### config.mk
export PLATFORM = sky130hd
export DESIGN_NAME = lobm_ram
export DESIGN_NICKNAME = d
export VERILOG_FILES = /design/src/rtl/lobm_ram.sv
export SDC_FILE = /design/constraint.sdc
export NUM_CORES = 1
export LEC_CHECK = 0
export BUFFER_PORTS_ARGS = -buffer_cell sky130_fd_sc_hd__buf_2
export CAP_MARGIN = 30
export CORE_AREA = 2 2 128 130
export CTS_BUF_LIST = sky130_fd_sc_hd__clkbuf_16
export DETAILED_ROUTE_END_ITERATION = 6
export DIE_AREA = 0 0 130 132
export GPL_TIMING_DRIVEN = 1
export PLACE_DENSITY = 0.83
export SETUP_SLACK_MARGIN = 0.05
export SLEW_MARGIN = 5
export SYNTH_ARGS = -nofsm -noshare
export SYNTH_HDL_FRONTEND = slang
export SYNTH_SLANG_ARGS = --single-unit
### constraint.sdc
create_clock -name clock -period 3.85 [get_ports clock]
set_clock_uncertainty 0.2 [all_clocks]
set_input_delay 0.77 -clock clock [delete_from_list [all_inputs] [get_ports clock]]
set_output_delay 0.77 -clock clock [all_outputs]
set_load 0.005 [all_outputs]
### src/rtl/lobm_ram.sv
// Generic single-port-write, single-read RAM with a registered read.
// No dependencies.
`timescale 1ns / 1ps
module lobm_ram #(
   parameter int WIDTH = 8,
   parameter int DEPTH = 32
) (
   input  logic                     clock,
   input  logic                     wr_en,
   input  logic [$clog2(DEPTH)-1:0] wr_addr,
   input  logic [WIDTH-1:0]         wr_data,
   input  logic [$clog2(DEPTH)-1:0] rd_addr,
   output logic [WIDTH-1:0]         rd_data
);
   logic [WIDTH-1:0] mem_ff [DEPTH];

   always_ff @(posedge clock) begin
      if (wr_en) mem_ff[wr_addr] <= wr_data;
      rd_data <= mem_ff[rd_addr];
   end
endmodule

; Word level (Yosys, flattened, before mapping)
; Memory sizes are Yosys's and may differ from the RTL's. A register that Yosys moved wholly into a read port is not among the register bits.
; Index checks and enable logic that the tools add are counted.
[word_totals]
reg_bits = 0
ram_bits = 256
inputBits = 20
output_inout_bits = 8
n_memories = 1
[mem_list]
columns = name, depth, word_bits, read_ports, rd_clocked_by_memory_dff, write_ports, line_no
row1 = mem_ff, 32, 8, 1, 1, 1, 15  ; logic [WIDTH-1:0] mem_ff [DEPTH];
[classes]
muxes = 2
[op_table]
columns = cell, n
row1 = two-way mux 1 bit, 2

; Logic depth before layout (Yosys ltp)
; Gate-level depths: netlist of the first run.
[depth]
ltp_word = 2
depth_mapped = 5
mapped_depth_nobuf = 3

; Worst setup path before layout of the first run
; OpenSTA, ideal clock, no wires.
[synth_path]
path_kind = in2reg
from = input rd_addr[2]
to = register rd_data[0], read port of mem_ff
t_arrival_ns = 2.452
setup_slack_ns = 1.078
cell_stages = 5
path_buffers = 2
cell_sequence = clkbuf_1 > clkbuf_1 > mux4_2 > mux4_2 > mux2_2
[synth_lines]
columns = element, line_no
row1 = start: declaration, 12  ; input logic [$clog2(DEPTH)-1:0] rd_addr,
row2 = end: declaration, 13  ; output logic [WIDTH-1:0] rd_data

==> results of run 1 <==
## routing by layer
layer,GRT usage [%],vias to the layer above,wire length [um]
met5,0,-,0
met4,5.08,0,291
met3,4.50,24,1880
met2,38.2,260,9740
met1,38.5,2390,8280
li1,-,1852,-
## cells in the mapped netlist (all sizes together)
library cell  count
nor2             33
or3b              3
nand3b            5
buf              14
nand2             1
mux2              8
nand3             2
edfxtp          256
dfxtp             8
mux4             80
clkbuf            6
or3               1
## flip-flops by register name, summed over array words and instances, names as in the netlist
signal and count:
rd_data 8, mem_ff 256
## worst max-delay path by stage
stage,startpoint,end,cells past startpoint
after floorplan,rd_addr[2],rd_data[0],5
after global placement,rd_addr[0],rd_data[1],5
after detailed placement,rd_addr[0],rd_data[2],5
after CTS,rd_addr[0],rd_data[5],5
after global routing,rd_addr[0],rd_data[5],5
final,rd_addr[0],rd_data[5],5
## power by group
group / switching (mW) / total [mW] / internal (mW) / leakage, nW
clock network: 0.971 / 2.20 / 1.23 / 0.389
logic: 0.169 / 0.299 / 0.130 / 0.733
registers: 0.0183 / 3.21 / 3.20 / 2.37
## cell families after synthesis
kind of cell	count (synthesis)	synth area share [%]
flops	264	78.1
mux	88	18.8
simple gates	45	2.07
buf+inv	20	1.06
## final cells by class
| cell class | instances | area, um2 |
|---|---|---|
| timing repair buffer | 31 | 205 |
| multi-input combinational | 133 | 2100 |
| fill | 895 | 4560 |
| tap | 216 | 270 |
| sequential | 264 | 7850 |
| antenna | 1 | 2.50 |
| clock buffer | 25 | 626 |
| clock inverter | 19 | 100 |
==> metrics, run 1 <==
outcome completed; Final ANT Viol Nets 0; synth top area cells edfxtp_1 (76%), mux4_2 (18%), dfxtp_1 (1.6%); CP Cell Sequence buf_4 -> buf_12 -> mux4_2 -> mux4_2 -> mux2_2; overall routing resource usage about a quarter; TritonRoute pass-1 iters 5; r2r setup slk about 1800 ps; Vert. Die Dim 132 um; Mapped Nets around 440; Initial Util approximately 64%; DR iter-0 viols about 600; max_slew headroom 38.5%; IR drop worst, VDD 0.000446 V; Util after Layout a little under three quarters; via count 4,526; Avg WL per Cell ~30 um; Synth top area share between 70% and 80%; cts bufs inserted 25; Worst path slowest cell mux4_2; Cell Area, Placed between 0.01 and 0.015 mm2; slowest stage delay, CP ~570 ps; Worst Hold Class input pin to register; CTS tree done; GR Overflow Total 0; worst reg2reg startpoint mem_ff[24][5]; post-synthesis sequential area ratio 78.1%; port bufs 27; hpwl dp 11.8 mm; # placed instances between 600 and 700; Worst Tran Pin Value between 900 and 1000 ps; layout cells sized above 1 31.8%; leak pwr about 3.5 nW; Critical Path Source Type input pin; area grow syn2layout 10.9%; worst setup margin between 1000 and 1500 ps; fin crit share 66.2%; initial antenna violation count 1; die width roughly 130 um; mean post-synth cell area 24.1 um2; hold path start rd_addr[3]; Sink Count ~260; vias per cell approximately 6.6; Power Density slightly above 500 mW/mm2; CP delay by family, top multiplexers; hold_ws 537 ps; row count 46; first-pass GRT wire length a little over 30 mm; Max Clock Freq slightly below 400 MHz; Clk Latency, worst-skew pair approximately 500 ps; Worst Path Required between 4000 and 5000 ps; core area 0.0157 mm2; largest net degree at the start of global routing between 60 and 70; NumNets Final around 480; Mapped Area between 0.01 and 0.015 mm2; Crit Path Max Fanout 24; post-CTS repair timing setup buffer count 0; Syn Inst Count 417; Power, Total approximately 5.7 mW; DRC violations left 0; FF-to-FF End rd_data[5]; worst r2r path cells 3; Root Driver clkbuf_16; RSZ-0062 raised after global routing false; yosys warns 0; Setup crit end kind register; Hold Path End rd_data[1]; final instance count without filler cells between 600 and 700; Final Cell Area around 0.011 mm2; WP buf/inv 2; max-cap violation count 0; hold path depth 2; final WL between 20 and 25 mm; H-tree levels 1; CTS Hold Bufs 0; Crit path top cell by count mux4_2; Total Neg Setup Slack 0 ps; RePlAce Congestion roughly 0.8; distinct cell type count after synthesis 15; #FFs+latches synth between 200 and 300; most common cell after layout, fill and taps aside edfxtp_1; WP data arrival 2740 ps; Slew Limit Fails 0; I/O pin cnt 28; PostCTS Resize Cnt 0; vias in the first global route between 4k and 5k; critical setup path kind input pin to register; most frequent cells in the layout edfxtp_1 (256), mux4_2 (80), nor2_1 (33); fin crit period between 2000 and 3000 ps; final hold vios 0; Die ar. roughly 0.017 mm2; clock buffer depth 3; largest area contributor in the netlist edfxtp_1; pre-CTS WS just under 800 ps; final setup fails 0; Reg clk slew, reported paths 60 ps
Note: power is estimated with default switching activity, not from simulation.
==> run 2, diff against run 1 <==
--- a/config.mk
+++ b/config.mk
@@ -7,12 +7,12 @@
 export LEC_CHECK = 0
 export BUFFER_PORTS_ARGS = -buffer_cell sky130_fd_sc_hd__buf_2
 export CAP_MARGIN = 30
-export CORE_AREA = 2 2 128 130
+export CORE_AREA = 2 2 139 141
 export CTS_BUF_LIST = sky130_fd_sc_hd__clkbuf_16
 export DETAILED_ROUTE_END_ITERATION = 6
-export DIE_AREA = 0 0 130 132
+export DIE_AREA = 0 0 141 143
 export GPL_TIMING_DRIVEN = 1
-export PLACE_DENSITY = 0.83
+export PLACE_DENSITY = 0.75
 export SETUP_SLACK_MARGIN = 0.05
 export SLEW_MARGIN = 5
 export SYNTH_ARGS = -nofsm -noshare
==> constraint.sdc (replaced) <==
create_clock -name clock -period 2.3 [get_ports clock]
set_clock_uncertainty 0.2 [all_clocks]
set_input_delay 0.46 -clock clock [delete_from_list [all_inputs] [get_ports clock]]
set_output_delay 0.46 -clock clock [all_outputs]
set_load 0.005 [all_outputs]
==> run 2 against run 1 <==
Cell area is 5.6% higher. Clock power grew 100%. Via count up 5.2%. Critical endpoint is now rd_data[1]. Die area up 18%. Count of clock-buffer cells in the layout stayed put. Sequential cell count stayed put. Final cell count increased by 9.6%. Combinational power grew 78%. Worst setup slack got worse by 1100 ps. Critical path type unchanged. Power grew 82%. First-iteration DRC count down 4.3%. Utilization decreased by 7.6 points.
==> metrics, run 2 (synthesis results as in run 1) <==
final hold vios 0 (unchanged); Die ar. 0.0202 mm2 (was 0.0172 mm2); DRC violations left 0 (unchanged); worst reg2reg startpoint mem_ff[30][0] (was mem_ff[24][5]); CTS tree done (unchanged); RePlAce Congestion 0.780 (was 0.802); worst r2r path cells 3 (unchanged); diode count 0 (was 1); Most flops, register mem_ff (unchanged); CP Cell Sequence buf_4 -> buf_12 -> buf_4 -> mux4_2 -> mux4_2 -> mux2_2 (was buf_4 -> buf_12 -> mux4_2 -> mux4_2 -> mux2_2); Worst Path Required 2510 ps (was 4040 ps); Reg clk slew, reported paths 60 ps (about the same); RSZ-0062 raised after global routing false (unchanged); r2r setup slk 260 ps (was 1810 ps); largest net degree at the start of global routing 33 (was 65); fin crit period 2060 ps; first-pass GRT wire length 32.6 mm (was 30.4 mm); end of the critical path rd_data[1] (was rd_data[5]); Worst Hold Class input pin to register (unchanged); overall routing resource usage 22.8% (was 24.7%); Crit. Startpoint rd_addr[0] (unchanged); cts bufs inserted 25 (unchanged); Root Driver clkbuf_16 (unchanged); Critical Path Source Type input pin (unchanged); post-CTS repair timing setup buffer count 0 (unchanged); Multi-input gate area 0.00210 mm2 (unchanged); Power Density 883 mW/mm2 (was 513 mW/mm2); clock buffer depth 3 (unchanged); most common cell after layout, fill and taps aside edfxtp_1 (unchanged); critical setup path kind input pin to register (unchanged); Worst Tran Pin Value 622 ps (was 919 ps); register area 0.00785 mm2 (unchanged); layout cells sized above 1 40.1% (was 31.8%); PostCTS Resize Cnt 0 (unchanged); DR iter-0 viols 577 (was 603); leak pwr 3.83 nW (was 3.50 nW); port bufs 27 (unchanged); Worst path slowest cell mux4_2 (unchanged); Layout fillers 1,144 (was 895); IR drop worst, VDD 0.000552 V (was 0.000446 V); max-cap violation count 0 (unchanged); Sink Count 264 (unchanged); Final ANT Viol Nets 0 (unchanged); Final Cell Area 0.0118 mm2 (was 0.0112 mm2); Slew Limit Fails 0 (unchanged); Avg WL per Cell 28.8 um (was 29.3 um); WP data arrival 2270 ps (was 2740 ps); via count 4,763 (was 4,526); initial antenna violation count 0 (was 1); Crit Path Max Fanout 17 (was 24); H-tree levels 1 (unchanged); largest registers mem_ff: 256 flops, rd_data: 8 flops (unchanged); Max Clock Freq approximately 480 MHz; outcome completed (unchanged); FF-to-FF End rd_data[0] (was rd_data[5]); GR Overflow Total 0 (unchanged); most frequent cells in the layout edfxtp_1 (256), mux4_2 (80), buf_4 (44) (was edfxtp_1 (256), mux4_2 (80), nor2_1 (33)); slowest stage delay, CP 500 ps (was 570 ps); fin crit share roughly nine tenths; area grow syn2layout 17.1% (was 10.9%); max reg flops 256 (unchanged); hold_ws 199 ps (was 537 ps); row count 50 (was 46); hpwl dp 12.9 mm (was 11.8 mm); die width 141 um (was 130 um); NumNets Final 522 (was 475); Cell Area, Placed 0.0109 mm2 (was 0.0104 mm2); final setup fails 0 (unchanged); vias in the first global route 4,950 (was 4,621); Clk Latency, worst-skew pair 530 ps (was 510 ps); final WL 21.7 mm (was 20.2 mm); core area 0.0186 mm2 (was 0.0157 mm2); Setup crit end kind register (unchanged); max_slew headroom 58.5% (was 38.5%); CTS Hold Bufs 0 (unchanged); Initial Util 54.1% (was 64.0%); vias per cell 6.31 (was 6.57); I/O pin cnt 28 (unchanged); Total Neg Setup Slack 0 ps (unchanged); TritonRoute pass-1 iters 4 (was 5); Vert. Die Dim 143 um (was 132 um)
## run 2: cell types whose count changed in the layout (fill, tap and decap cells not counted)
cell / before / now
buf_4: 2 / 44
inv_1: 9 / 3
clkinvlp_4: 0 / 1
inv_6: 0 / 2
clkinv_1: 7 / 3
diode_2: 1 / 0
bufinv_16: 1 / 7
clkinv_2: 2 / 4
buf_12: 3 / 8
clkinv_4: 0 / 1
## run 2: power breakdown
group	internal, mW	switching (mW)	leakage (nW)
registers	5.35	0.0241	2.37
logic	0.252	0.279	1.00
clock network	2.78	1.72	0.457
total	8.38	2.02	3.83
## run 2: worst max-delay path: cells and delay by family
| kind | cells | cell delay [ps] |
|---|---|---|
| buffers and inverters | 3 | 510 |
| muxes | 3 | 1290 |
## run 2: how the worst min path moves through the flow
stage | startpoint | end | slack, ps | cells past startpoint
finish | rd_addr[3] | rd_data[4] | 200 | 2
global route | rd_addr[3] | rd_data[4] | 180 | 2
CTS | rd_addr[3] | rd_data[4] | 180 | 2
detailed placement | rd_data[4] | rd_data[4] | 640 | 1
global placement | rd_data[0] | rd_data[0] | 640 | 1
floorplan | wr_data[0] | mem_ff[0][0] | 360 | 0
## run 2: metrics by stage
step                utilization [%]  power [mW]  setup slack (ps)  instances
finish                         63.4        10.4               236        755
global route                   63.4        10.7               207        755
CTS                            63.4        10.5               230        755
detailed placement             58.5        6.00              -293        709
global placement               58.5        5.98              -275        709
floorplan                         -        5.77              42.9        417
## run 2: area by class of cell
type | instances | area share (%)
Sequential cell | 264 | 66.7
Multi-Input combinational cell | 133 | 17.8
Clock buffer | 25 | 5.31
Timing Repair Buffer | 78 | 5.27
Tap cell | 234 | 2.49
Clock inverter | 21 | 2.43
## run 2: routing by layer
metal | track usage [%] | vias to the layer above | routed length, um
li1 | - | 1945 | -
met3 | 3.72 | 44 | 1710
met5 | 0 | - | 0
met2 | 36.8 | 247 | 10900
met1 | 32.5 | 2527 | 8510
met4 | 7.84 | 0 | 642
==> run 3, diff against run 2 <==
--- a/config.mk
+++ b/config.mk
@@ -7,12 +7,14 @@
 export LEC_CHECK = 0
 export BUFFER_PORTS_ARGS = -buffer_cell sky130_fd_sc_hd__buf_2
 export CAP_MARGIN = 30
-export CORE_AREA = 2 2 139 141
+export CELL_PAD_IN_SITES_DETAIL_PLACEMENT = 1
+export CELL_PAD_IN_SITES_GLOBAL_PLACEMENT = 1
+export CORE_AREA = 2 2 145 147
 export CTS_BUF_LIST = sky130_fd_sc_hd__clkbuf_16
 export DETAILED_ROUTE_END_ITERATION = 6
-export DIE_AREA = 0 0 141 143
+export DIE_AREA = 0 0 147 149
 export GPL_TIMING_DRIVEN = 1
-export PLACE_DENSITY = 0.75
+export PLACE_DENSITY = 0.76
 export SETUP_SLACK_MARGIN = 0.05
 export SLEW_MARGIN = 5
 export SYNTH_ARGS = -nofsm -noshare
==> run 3 against run 2 <==
Sequential power barely moved. Critical endpoint is now rd_data[0]. Critical path type unchanged. Critical path depth fell by 1. Sequential cell count did not move. Utilization fell by 6.8 points. Largest cell class unchanged. Combinational power barely moved. Hold slack improved by 28 ps.
==> metrics, run 3 (synthesis results as in run 1) <==
outcome completed (unchanged); final WL 22.6 mm (was 21.7 mm); Final ANT Viol Nets 0 (unchanged); Clk Latency, worst-skew pair 520 ps (was 530 ps); Setup crit end kind register (unchanged); H-tree levels 1 (unchanged); die width 147 um (was 141 um); Crit path top cell by count mux4_2; final hold vios 0 (unchanged); clock buffer depth 3 (unchanged); NumNets Final 513 (was 522); port bufs 27 (unchanged); leak pwr 3.74 nW (was 3.83 nW); Util after Layout 56.6% (was 63.4%); max-cap violation count 0 (unchanged); hpwl dp 14.3 mm (was 12.9 mm); GR Overflow Total 0 (unchanged); Critical Path Source Type input pin (unchanged); Initial Util 48.9% (was 54.1%); hold_ws 228 ps (was 199 ps); Slew Limit Fails 0 (unchanged); most common cell after layout, fill and taps aside edfxtp_1 (unchanged); largest registers mem_ff: 256 flops, rd_data: 8 flops (unchanged); worst r2r path cells 3 (unchanged); vias per cell 5.90 (was 6.31); largest net degree at the start of global routing 33 (unchanged); post-CTS repair timing setup buffer count 0 (unchanged); Crit Path Max Fanout 26 (was 17); CP Cell Sequence buf_4 -> buf_12 -> mux4_2 -> mux4_2 -> mux2_2 (was buf_4 -> buf_12 -> buf_4 -> mux4_2 -> mux4_2 -> mux2_2); Avg WL per Cell 28.7 um (was 28.8 um); Power Density 849 mW/mm2 (was 883 mW/mm2); RSZ-0062 raised after global routing false (unchanged); fin crit share 92.8% (was 89.7%); slowest stage delay, CP 570 ps (was 500 ps); CTS tree done (unchanged); first-pass GRT wire length 34.1 mm (was 32.6 mm); WP data arrival 2340 ps (was 2270 ps); DR iter-0 viols 434 (was 577); overall routing resource usage 21.6% (was 22.8%); Worst Tran Pin Value 683 ps (was 622 ps); diode count 0 (unchanged); via count 4,649 (was 4,763); fin crit period 2130 ps (was 2060 ps); DRC violations left 0 (unchanged); Layout fillers 1,757 (was 1,144); Sink Count 264 (unchanged); final setup fails 0 (unchanged); r2r setup slk 250 ps (was 260 ps); core area 0.0206 mm2 (was 0.0186 mm2); Worst Hold Class input pin to register (unchanged); cts bufs inserted 26 (was 25); initial antenna violation count 0 (unchanged); max_slew headroom 54.5% (was 58.5%); CTS Hold Bufs 0 (unchanged); Root Driver clkbuf_16 (unchanged); Multi-input gate area 0.00210 mm2 (unchanged); critical setup path kind input pin to register (unchanged); Vert. Die Dim 149 um (was 143 um); PostCTS Resize Cnt 0 (unchanged); register area 0.00785 mm2 (unchanged); RePlAce Congestion 0.782 (was 0.780); TritonRoute pass-1 iters 5 (was 4); Worst path slowest cell mux4_2 (unchanged); layout cells sized above 1 38.6% (was 40.1%); hold path depth 2 (unchanged); most frequent cells in the layout edfxtp_1 (256), mux4_2 (80), buf_4 (35) (was edfxtp_1 (256), mux4_2 (80), buf_4 (44)); IR drop worst, VDD 0.000483 V (was 0.000552 V); Reg clk slew, reported paths 60 ps (about the same); vias in the first global route 5,084 (was 4,950); Worst Path Required 2500 ps (was 2510 ps); Most flops, register mem_ff (unchanged); Die ar. 0.0219 mm2 (was 0.0202 mm2); row count 53 (was 50); max reg flops 256 (unchanged); I/O pin cnt 28 (unchanged); Max Clock Freq 469 MHz (was 485 MHz); area grow syn2layout 15.7% (was 17.1%)
==> run 3: changes by cell type in the layout (fill, tap and decap cells not counted) <==
cell        previous run  this run
clkinv_1               3         5
clkinvlp_4             1         2
buf_12                 8         7
clkinv_2               4         8
buf_4                 44        35
inv_6                  2         0
clkbuf_16             25        27
bufinv_16              7         1
inv_1                  3         4
==> run 3: metrics by stage <==
stage               power, mW  area (um2)  setup slack [ps]  TNS [ps]  cells
floorplan                5.77       10200              42.9         0    417
global placement         5.98       10800              -322     -1980    740
detailed placement       6.02       10800              -385     -2270    740
CTS                      9.94       11600               163         0    788
global route             10.2       11600               130         0    788
finish                   9.87       11600               166         0    788
==> run 3: final timing paths <==
| kind | start | endpoint |
|---|---|---|
| hold reg to reg | mem_ff[14][6] | rd_data[6] |
| setup reg to reg | mem_ff[31][0] | rd_data[0] |
| hold / removal | rd_addr[3] | rd_data[7] |
| setup / recovery | rd_addr[0] | rd_data[0] |
==> run 3: area by class of cell <==
class / instances / area share (%)
Sequential cell: 264 / 67.5
Tap cell: 275 / 2.96
Clock buffer: 27 / 5.81
Timing Repair Buffer: 68 / 4.58
Clock inverter: 21 / 1.10
Multi-Input combinational cell: 133 / 18.1
==> run 3: metal layers <==
| layer | track usage [%] | up-vias | part of all wire [%] |
|---|---|---|---|
| li1 | - | 1924 | - |
| met1 | 31.2 | 2493 | 42 |
| met2 | 34.5 | 191 | 48 |
| met3 | 3.79 | 41 | 6.7 |
| met4 | 6.73 | 0 | 2.6 |
| met5 | 0 | - | 0 |
==> run 3: power breakdown <==
part	switching, mW	internal, mW	leakage [nW]	total (mW)
sequential	0.0315	5.35	2.37	5.38
clock	1.72	2.24	0.412	3.96
combinational	0.290	0.239	0.950	0.530
total	2.05	7.83	3.74	9.87
==> run 3: worst max-delay path, delay by kind of cell <==
family                 cells  cell delay (ps)
muxes                      3             1430
buffers and inverters      2              420
